==> src/hw/rtl/sclt_pkg.sv <==
// Package for the sector cache tag and replacement engine.
// Holds widths, defaults, command and state codes and the request/result types.
// No dependencies.
package sclt_pkg;

  localparam int unsigned WAYS_DEF        = 8;
  localparam int unsigned NUM_SECTORS_DEF = 1024;
  localparam int unsigned SECTOR_W        = 10;
  localparam int unsigned STAMP_W         = 32;
  localparam int unsigned WAY_OUT_W       = 3;
  localparam int unsigned ENTRY_W         = SECTOR_W + STAMP_W;
  localparam int unsigned IN_DATA_W       = 48;
  localparam int unsigned OUT_DATA_W      = 8;
  localparam int unsigned SEC_CMP_W       = 17;

  typedef enum logic [0:0] {
    CMD_READ  = 1'b0,
    CMD_WRITE = 1'b1
  } cmd_e;

  typedef enum logic [1:0] {
    ST_IDLE,
    ST_SCAN,
    ST_LAST,
    ST_UPDATE
  } state_e;

  typedef struct packed {
    cmd_e                cmd;
    logic [SECTOR_W-1:0] sector;
    logic [STAMP_W-1:0]  tick;
  } req_t;

  // packed lowest bit last: hit is bit 0
  typedef struct packed {
    logic                 invalidated;
    logic                 fetch_needed;
    logic [WAY_OUT_W-1:0] way;
    logic                 hit;
  } res_t;

endpackage

==> src/hw/rtl/sclt_ram.sv <==
// Generic simple dual-port RAM: one write port, one read port, registered read.
// No dependencies.
module sclt_ram #(
  parameter int unsigned WIDTH = 8,
  parameter int unsigned DEPTH = 8,
  localparam int unsigned AW   = (DEPTH > 1) ? $clog2(DEPTH) : 1
) (
  input  logic             clk_i,
  input  logic             wr_en_i,
  input  logic [AW-1:0]    wr_addr_i,
  input  logic [WIDTH-1:0] wr_data_i,
  input  logic             rd_en_i,
  input  logic [AW-1:0]    rd_addr_i,
  output logic [WIDTH-1:0] rd_data_o
);

  logic [WIDTH-1:0] mem [DEPTH];
  logic [WIDTH-1:0] rd_data_q;

  always_ff @(posedge clk_i) begin
    if (wr_en_i) begin
      mem[wr_addr_i] <= wr_data_i;
    end
    if (rd_en_i) begin
      rd_data_q <= mem[rd_addr_i];
    end
  end

  assign rd_data_o = rd_data_q;

endmodule

==> src/hw/rtl/sclt_ctrl.sv <==
// Request sequencer: scans the tag RAM way by way, tracks hit, first free way
// and oldest stamp, writes back reads and returns the result. Uses sclt_pkg.
module sclt_ctrl #(
  parameter int unsigned WAYS        = sclt_pkg::WAYS_DEF,
  parameter int unsigned NUM_SECTORS = sclt_pkg::NUM_SECTORS_DEF,
  localparam int unsigned WayW       = (WAYS > 1) ? $clog2(WAYS) : 1
) (
  input  logic                         clk_i,
  input  logic                         rst_ni,
  input  logic                         req_vld_i,
  output logic                         req_rdy_o,
  input  sclt_pkg::req_t               req_i,
  output logic                         res_vld_o,
  input  logic                         res_rdy_i,
  output sclt_pkg::res_t               res_o,
  output logic                         ram_rd_en_o,
  output logic [WayW-1:0]              ram_rd_addr_o,
  input  logic [sclt_pkg::ENTRY_W-1:0] ram_rd_data_i,
  output logic                         ram_wr_en_o,
  output logic [WayW-1:0]              ram_wr_addr_o,
  output logic [sclt_pkg::ENTRY_W-1:0] ram_wr_data_o
);
  import sclt_pkg::*;

  localparam logic [WayW-1:0] LastWay = WayW'(WAYS - 1);

  state_e state_q, state_d;
  logic [WayW-1:0] cnt_q, cnt_d;
  logic cmp_vld_q;
  logic [WayW-1:0] cmp_idx_q;
  logic [WAYS-1:0] valid_q;
  req_t req_q;
  logic oor_q;
  logic hit_q, free_q, killed_q;
  logic [WayW-1:0] hit_way_q, free_way_q, min_way_q;
  logic [STAMP_W-1:0] min_q;

  logic accept, match;
  logic [SECTOR_W-1:0] rd_sector;
  logic [STAMP_W-1:0] rd_stamp;
  logic [WayW-1:0] fill_way;
  logic [WayW+WAY_OUT_W-1:0] way_ext;
  logic oor_in;

  assign rd_sector = ram_rd_data_i[ENTRY_W-1:STAMP_W];
  assign rd_stamp  = ram_rd_data_i[STAMP_W-1:0];
  assign match     = cmp_vld_q && valid_q[cmp_idx_q] && (rd_sector == req_q.sector);
  assign oor_in    = {{(SEC_CMP_W-SECTOR_W){1'b0}}, req_i.sector} >= SEC_CMP_W'(NUM_SECTORS);
  assign accept    = req_vld_i && req_rdy_o;
  assign fill_way  = hit_q ? hit_way_q : (free_q ? free_way_q : min_way_q);
  assign way_ext   = {{WAY_OUT_W{1'b0}}, fill_way};

  always_comb begin
    state_d     = state_q;
    cnt_d       = cnt_q;
    req_rdy_o   = 1'b0;
    res_vld_o   = 1'b0;
    ram_rd_en_o = 1'b0;
    ram_wr_en_o = 1'b0;
    unique case (state_q)
      ST_IDLE: begin
        req_rdy_o = 1'b1;
        cnt_d     = '0;
        if (req_vld_i) begin
          state_d = oor_in ? ST_UPDATE : ST_SCAN;
        end
      end
      ST_SCAN: begin
        ram_rd_en_o = 1'b1;
        cnt_d       = cnt_q + 1'b1;
        if (cnt_q == LastWay) begin
          state_d = ST_LAST;
        end
      end
      ST_LAST: begin
        state_d = ST_UPDATE;
      end
      ST_UPDATE: begin
        res_vld_o = 1'b1;
        if (res_rdy_i) begin
          ram_wr_en_o = !oor_q && (req_q.cmd == CMD_READ);
          state_d     = ST_IDLE;
        end
      end
      default: state_d = ST_IDLE;
    endcase
  end

  assign ram_rd_addr_o = cnt_q;
  assign ram_wr_addr_o = fill_way;
  assign ram_wr_data_o = {req_q.sector, req_q.tick};

  always_comb begin
    res_o = '0;
    if (!oor_q) begin
      if (req_q.cmd == CMD_WRITE) begin
        res_o.invalidated = killed_q;
      end else begin
        res_o.hit          = hit_q;
        res_o.way          = way_ext[WAY_OUT_W-1:0];
        res_o.fetch_needed = !hit_q;
      end
    end
  end

  always_ff @(posedge clk_i or negedge rst_ni) begin
    if (!rst_ni) begin
      state_q   <= ST_IDLE;
      cnt_q     <= '0;
      cmp_vld_q <= 1'b0;
      cmp_idx_q <= '0;
      valid_q   <= '0;
    end else begin
      state_q   <= state_d;
      cnt_q     <= cnt_d;
      cmp_vld_q <= (state_q == ST_SCAN);
      cmp_idx_q <= cnt_q;
      if (match && (req_q.cmd == CMD_WRITE)) begin
        valid_q[cmp_idx_q] <= 1'b0;
      end
      if (ram_wr_en_o && !hit_q) begin
        valid_q[fill_way] <= 1'b1;
      end
    end
  end

  // scan results, seeded on accept
  always_ff @(posedge clk_i) begin
    if (accept) begin
      req_q    <= req_i;
      oor_q    <= oor_in;
      hit_q    <= 1'b0;
      free_q   <= 1'b0;
      killed_q <= 1'b0;
    end else if (cmp_vld_q) begin
      if (req_q.cmd == CMD_WRITE) begin
        if (match) begin
          killed_q <= 1'b1;
        end
      end else begin
        if (match && !hit_q) begin
          hit_q     <= 1'b1;
          hit_way_q <= cmp_idx_q;
        end
        if (!valid_q[cmp_idx_q] && !free_q) begin
          free_q     <= 1'b1;
          free_way_q <= cmp_idx_q;
        end
        if ((cmp_idx_q == '0) || (rd_stamp < min_q)) begin
          min_q     <= rd_stamp;
          min_way_q <= cmp_idx_q;
        end
      end
    end
  end

endmodule

==> src/hw/rtl/sector_cache_lru_tags_unit.sv <==
// Top level of the sector cache tag and LRU replacement engine.
// Instantiates sclt_ctrl and sclt_ram; uses sclt_pkg.
//
// Usage:
//   Requests enter on the s_axis channel: tuser is the command (read or
//   write), tdata carries sector and tick. Results leave on m_axis, one
//   per request, in request order.
//   A read hit refreshes the way's stamp; a read miss fills the first free
//   way, else the way with the oldest stamp, and flags fetch_needed. A write
//   invalidates every way holding the sector.
//   The tag RAM is scanned one way per cycle; the result passes the scan,
//   the last compare and the output register, and the next request is
//   taken only once the result has entered the output register. A sector
//   beyond the range skips the scan and gets an all-zero result.
//   Reset clears all valid bits at once (flip-flops); the block is ready in
//   the first cycle after reset.
//   When m_axis stalls, one result waits in the output register and the
//   next request is still accepted and scanned; it waits for the register
//   to drain before writing back.
module sector_cache_lru_tags_unit #(
  parameter int unsigned WAYS        = sclt_pkg::WAYS_DEF,
  parameter int unsigned NUM_SECTORS = sclt_pkg::NUM_SECTORS_DEF
) (
  input  logic                            clk_i,
  input  logic                            rst_ni,
  input  logic                            s_axis_tvalid_i,
  output logic                            s_axis_tready_o,
  // sector [9:0], tick [41:10], zero [47:42]
  input  logic [sclt_pkg::IN_DATA_W-1:0]  s_axis_tdata_i,
  // command [0]
  input  logic                            s_axis_tuser_i,
  output logic                            m_axis_tvalid_o,
  input  logic                            m_axis_tready_i,
  // hit [0], way [3:1], fetch_needed [4], invalidated [5], zero [7:6]
  output logic [sclt_pkg::OUT_DATA_W-1:0] m_axis_tdata_o
);
  import sclt_pkg::*;

  localparam int unsigned WayW = (WAYS > 1) ? $clog2(WAYS) : 1;
  localparam int unsigned ResW = $bits(res_t);

  req_t req;
  res_t res;
  logic res_vld, res_rdy;
  logic ram_rd_en, ram_wr_en;
  logic [WayW-1:0] ram_rd_addr, ram_wr_addr;
  logic [ENTRY_W-1:0] ram_rd_data, ram_wr_data;
  logic out_vld_q;
  res_t out_q;

  assign req.cmd    = cmd_e'(s_axis_tuser_i);
  assign req.sector = s_axis_tdata_i[SECTOR_W-1:0];
  assign req.tick   = s_axis_tdata_i[ENTRY_W-1:SECTOR_W];

  sclt_ctrl #(
    .WAYS        (WAYS),
    .NUM_SECTORS (NUM_SECTORS)
  ) u_ctrl (
    .clk_i         (clk_i),
    .rst_ni        (rst_ni),
    .req_vld_i     (s_axis_tvalid_i),
    .req_rdy_o     (s_axis_tready_o),
    .req_i         (req),
    .res_vld_o     (res_vld),
    .res_rdy_i     (res_rdy),
    .res_o         (res),
    .ram_rd_en_o   (ram_rd_en),
    .ram_rd_addr_o (ram_rd_addr),
    .ram_rd_data_i (ram_rd_data),
    .ram_wr_en_o   (ram_wr_en),
    .ram_wr_addr_o (ram_wr_addr),
    .ram_wr_data_o (ram_wr_data)
  );

  sclt_ram #(
    .WIDTH (ENTRY_W),
    .DEPTH (WAYS)
  ) u_tag_ram (
    .clk_i     (clk_i),
    .wr_en_i   (ram_wr_en),
    .wr_addr_i (ram_wr_addr),
    .wr_data_i (ram_wr_data),
    .rd_en_i   (ram_rd_en),
    .rd_addr_i (ram_rd_addr),
    .rd_data_o (ram_rd_data)
  );

  assign res_rdy = !out_vld_q || m_axis_tready_i;

  always_ff @(posedge clk_i or negedge rst_ni) begin
    if (!rst_ni) begin
      out_vld_q <= 1'b0;
    end else if (res_vld && res_rdy) begin
      out_vld_q <= 1'b1;
    end else if (m_axis_tready_i) begin
      out_vld_q <= 1'b0;
    end
  end

  always_ff @(posedge clk_i) begin
    if (res_vld && res_rdy) begin
      out_q <= res;
    end
  end

  assign m_axis_tvalid_o = out_vld_q;
  assign m_axis_tdata_o  = {{(OUT_DATA_W-ResW){1'b0}}, out_q};

`ifndef SYNTH
  a_busy_after_accept: assert property (@(posedge clk_i) disable iff (!rst_ni)
    (s_axis_tvalid_i && s_axis_tready_o) |=> !s_axis_tready_o)
    else $error("engine took a request while busy");

  a_no_overwrite: assert property (@(posedge clk_i) disable iff (!rst_ni)
    !(res_vld && m_axis_tvalid_o && !m_axis_tready_i && res_rdy))
    else $error("output register overwritten while stalled");

  a_result_kind: assert property (@(posedge clk_i) disable iff (!rst_ni)
    m_axis_tvalid_o |-> !(m_axis_tdata_o[4] && (m_axis_tdata_o[0] || m_axis_tdata_o[5])))
    else $error("fetch flagged together with hit or invalidate");

  a_wb_on_handoff: assert property (@(posedge clk_i) disable iff (!rst_ni)
    ram_wr_en |=> m_axis_tvalid_o)
    else $error("tag write-back without a delivered result");
`endif

endmodule
==> config.mk <==
export PLATFORM = sky130hd
export DESIGN_NAME = sector_cache_lru_tags_unit
export DESIGN_NICKNAME = d
export VERILOG_FILES = /design/src/hw/rtl/sclt_pkg.sv /design/src/hw/rtl/sclt_ram.sv /design/src/hw/rtl/sclt_ctrl.sv /design/src/hw/rtl/sector_cache_lru_tags_unit.sv
export SDC_FILE = /design/constraint.sdc
export NUM_CORES = 1
export LEC_CHECK = 0
export BUFFER_PORTS_ARGS = -buffer_cell sky130_fd_sc_hd__buf_2
export CAP_MARGIN = 20
export CELL_PAD_IN_SITES_DETAIL_PLACEMENT = 1
export CELL_PAD_IN_SITES_GLOBAL_PLACEMENT = 1
export CORE_UTILIZATION = 40
export DETAILED_ROUTE_END_ITERATION = 6
export PLACE_DENSITY_LB_ADDON = 0.1
export SETUP_SLACK_MARGIN = 0.2
export SKIP_CTS_REPAIR_TIMING = 1
export SYNTH_ARGS = -nofsm -noshare
export SYNTH_HDL_FRONTEND = slang
export SYNTH_HIERARCHICAL = 1
export SYNTH_SLANG_ARGS = --single-unit
==> constraint.sdc <==
create_clock -name clk_i -period 4.3 [get_ports clk_i]
set_clock_uncertainty 0.15 [all_clocks]
set_input_delay 0.645 -clock clk_i [delete_from_list [all_inputs] [get_ports clk_i]]
set_output_delay 0.645 -clock clk_i [all_outputs]
set_load 0.01 [all_outputs]
==> impl_metrics.py <==
metrics = {
    "yosys": {
        "ys_seq_area_share_pct": 76.32,
        "synthDistinctLibCells": 49,
        "synth-seq-cells": 489,
        "async_flop_share_pct": 3.681,
        "avgSynthCellArea_um2": 20.52,
        "ys.flop_type": "edfxtp_1",
        "syn_area_mm2": 0.01908,
        "ys_warn_count": 6,
        "syn-instance-count": 930,
        "synth_edf_count": 468,
    },
    "grt": {
        "gr-total-overflow": 0,
        "grt_pass1_wl_mm": 56.23,
        "grt_max_degree": 46,
        "first_global_vias": 9077,
        "grt_usage_pct": 15.89,
        "antenna_found_initial": 0,
    },
    "worst_setup_path": {
        "startpoint": "u_ctrl/hit_q",
        "worst-setup-path-type": "register to register",
        "worst-r2r-setup-slack_ns": 1.41,
        "start_kind": "register",
        "path_max_fanout": 15,
        "arrival_ns": 3.01,
        "slowest_delay_ns": 0.60,
        "r2r_cells": 5,
        "timing.critical_path.to": "u_tag_ram/mem[6][14]",
        "cp-end-kind": "register",
        "slowest_stage": "dfxtp_1",
        "cp.required_ns": 4.42,
        "path_cells": "o21a_1 > inv_1 > nand2b_1 > nor2_4 > buf_4",
        "r2r-end": "u_tag_ram/mem[6][14]",
        "rr_startpoint": "u_ctrl/hit_q",
    },
    "cells_and_area": {
        "area_growth_pct": 13.26,
        "final_util_pct": 46.13,
        "fin_area_mm2": 0.02161,
        "drive_above_1_share_pct": 28.86,
        "antenna_cells": 0,
        "multi_input_area_mm2": 0.003944,
        "fin_nets": 1082,
        "fillers": 4339,
        "seqCellArea_mm2": 0.01457,
        "final_common_cell": "edfxtp_1",
        "final_cell_mix": "edfxtp_1 (468), mux4_2 (85), clkbuf_16 (54), buf_2 (54), mux2_2 (44)",
    },
    "routing": {
        "drc_errors": 4,
        "dr_wl_met2_mm": 17.55,
        "viasPerCell": 5.088,
        "wl_mm": 36.83,
        "wl_per_cell_um": 22.41,
        "first_pass_iters": 6,
        "maxUsedRoutingLayer": "met4",
        "first_iter_violations": 431,
        "vias": 8359,
        "drtAntennaViolNets": 0,
        "wl_met1_mm": 16.97,
        "route.met3.wl_mm": 1.386,
    },
    "clock_tree": {
        "path_clk_slew_ns": 0.06,
        "cts_buffers": 54,
        "h-tree-depth": 2,
        "cts_buffer_depth": 3,
        "cts_tree": "done",
        "clock_latency_ns": 0.61,
        "root_buffer": "clkbuf_16",
        "clock-sinks": 489,
    },
    "hold_path": {
        "min_path_type": "primary input to register",
    },
    "floorplan": {
        "fp-row-count": 79,
        "die_width_um": 220.4,
        "ios": 63,
        "core-area_mm2": 0.04685,
        "initial_core_util_pct": 40.73,
        "die_area_mm2": 0.04859,
        "die_h_um": 220.4,
    },
    "sta": {
        "finalSetupTns_ns": 0,
        "post-route-period-util_pct": 67.10,
        "holdWs_ns": 0.06135,
        "clock.fmax_ghz": 0.3466,
        "finalHoldViolations": 0,
        "grt_setup_unrepaired": "false",
        "finalSetupViolCount": 0,
        "relSlewSlack_pct": 42.40,
        "drv_slew": 0,
        "tightestPinTransition_ns": 0.8640,
        "fin_crit_ns": 2.885,
    },
    "run_status": {
        "violations": "design-rule violations",
        "status": "finished with violations",
    },
    "run": {
        "maxCapViolCount": 0,
    },
    "power_and_ir_drop": {
        "vdd_drop_max_v": 0.0002861,
        "power_leakage_nw": 7.086,
        "p_per_area_mw_per_mm2": 640.1,
    },
    "placed_design": {
        "gp_congestion": 0.7438,
        "dp_hpwl_mm": 20.72,
        "io_buffers": 54,
        "post_dp_cell_area_mm2": 0.01993,
    },
}
==> Yosys cell counts, types with 7 or more instances <==
library cell	count	area, um^2
buf_4	44	330.3
edfxtp_1	468	14050
buf_6	8	90.09
xnor2_1	10	87.58
a21oi_1	17	85.08
nand2_1	30	112.6
nor2_1	18	67.56
dfrtp_1	18	450.4
nand2b_1	10	62.56
mux4_2	85	1914
ha_1	37	462.9
o21ai_0	11	55.05
clkbuf_1	8	30.03
mux2_2	44	495.5
inv_1	40	150.1
nand3_1	7	35.03
buf_2	8	40.04
==> worst min path at each step <==
stage / from / cells after the start / end / slack, ns
after CTS: rst_ni / 1 / u_ctrl/cmp_vld_q / -0.18
after detailed placement: u_tag_ram/rd_data_o[0] / 0 / u_ctrl/min_q[0] / 0.29
after floorplan: rst_ni / 0 / m_axis_tvalid_o / 0.20
final: s_axis_tdata_i[1] / 1 / u_ctrl/ram_wr_data_o[33] / 0.06
after global routing: s_axis_tdata_i[18] / 1 / u_ctrl/ram_wr_data_o[8] / 0.03
after global placement: u_tag_ram/rd_data_o[0] / 0 / u_ctrl/min_q[0] / 0.28
==> metrics by stage <==
step / power [mW] / std cells / setup slack (ns)
detailed placement: 9.698 / 1542 / 1.349
CTS: 14.12 / 1642 / 1.320
global route: 14.58 / 1643 / 1.225
global placement: 9.654 / 1542 / 1.327
finish: 13.83 / 1643 / 1.415
floorplan: 8.830 / 931 / -0.3497
==> sequential cells by signal, indices dropped and copies added, names as in the netlist <==
name                  flops
u_ctrl/req_q              1
u_ctrl/hit_q              1
u_tag_ram/mem           336
u_ctrl/min_way_q          3
u_ctrl/free_way_q         3
u_ctrl/ram_rd_addr_o      3
m_axis_tdata_o            6
u_ctrl/cmp_idx_q          3
u_ctrl/valid_q            8
u_ctrl/hit_way_q          3
m_axis_tvalid_o           1
u_ctrl/cmp_vld_q          1
u_ctrl/killed_q           1
u_ctrl/state_q            2
u_ctrl/free_q             1
u_ctrl/ram_wr_data_o     42
u_tag_ram/rd_data_o      42
u_ctrl/min_q             32
==> report_power, final <==
| part | leakage (nW) | switching (mW) | internal (mW) |
|---|---|---|---|
| logic | 1.80 | 1.43 | 1.34 |
| registers | 4.47 | 0.550 | 6.18 |
| clock network | 0.822 | 1.85 | 2.48 |
==> layout make-up <==
cell class / instances / share of cell area (%)
clock inverter: 38 / 1.331
sequential: 489 / 67.42
timing repair buffer: 75 / 2.397
inverter: 40 / 0.6947
multi-input combinational: 332 / 18.25
clock buffer: 62 / 6.391
tap: 607 / 3.514
==> worst max-delay path: cells and delay by family, from the launching register on <==
family	cells	cell delay, ns
AND/OR/NAND/NOR	2	0.83
buffers and inverters	2	0.61
flip-flops	1	0.60
AO/OA/AOI/OAI	1	0.34
==> layer usage <==
metal  global-route usage (%)  up-vias
met5                        0        -
met4                    5.701        0
met1                    22.02     4376
met3                    2.570       62
li1                         -     3798
met2                    25.46      123
==> logic make-up after synthesis <==
logic type               synth area share [%]
multiplexers                            12.89
adder cells (fa/ha/maj)                 2.426
AO/OA/AOI/OAI                           1.875
AND/OR/NAND/NOR                         2.616
other                                 0.01965
flip-flops                              76.32
XOR/XNOR                               0.4589
buffers and inverters                   3.396
Power figures use the tool's default switching activity.
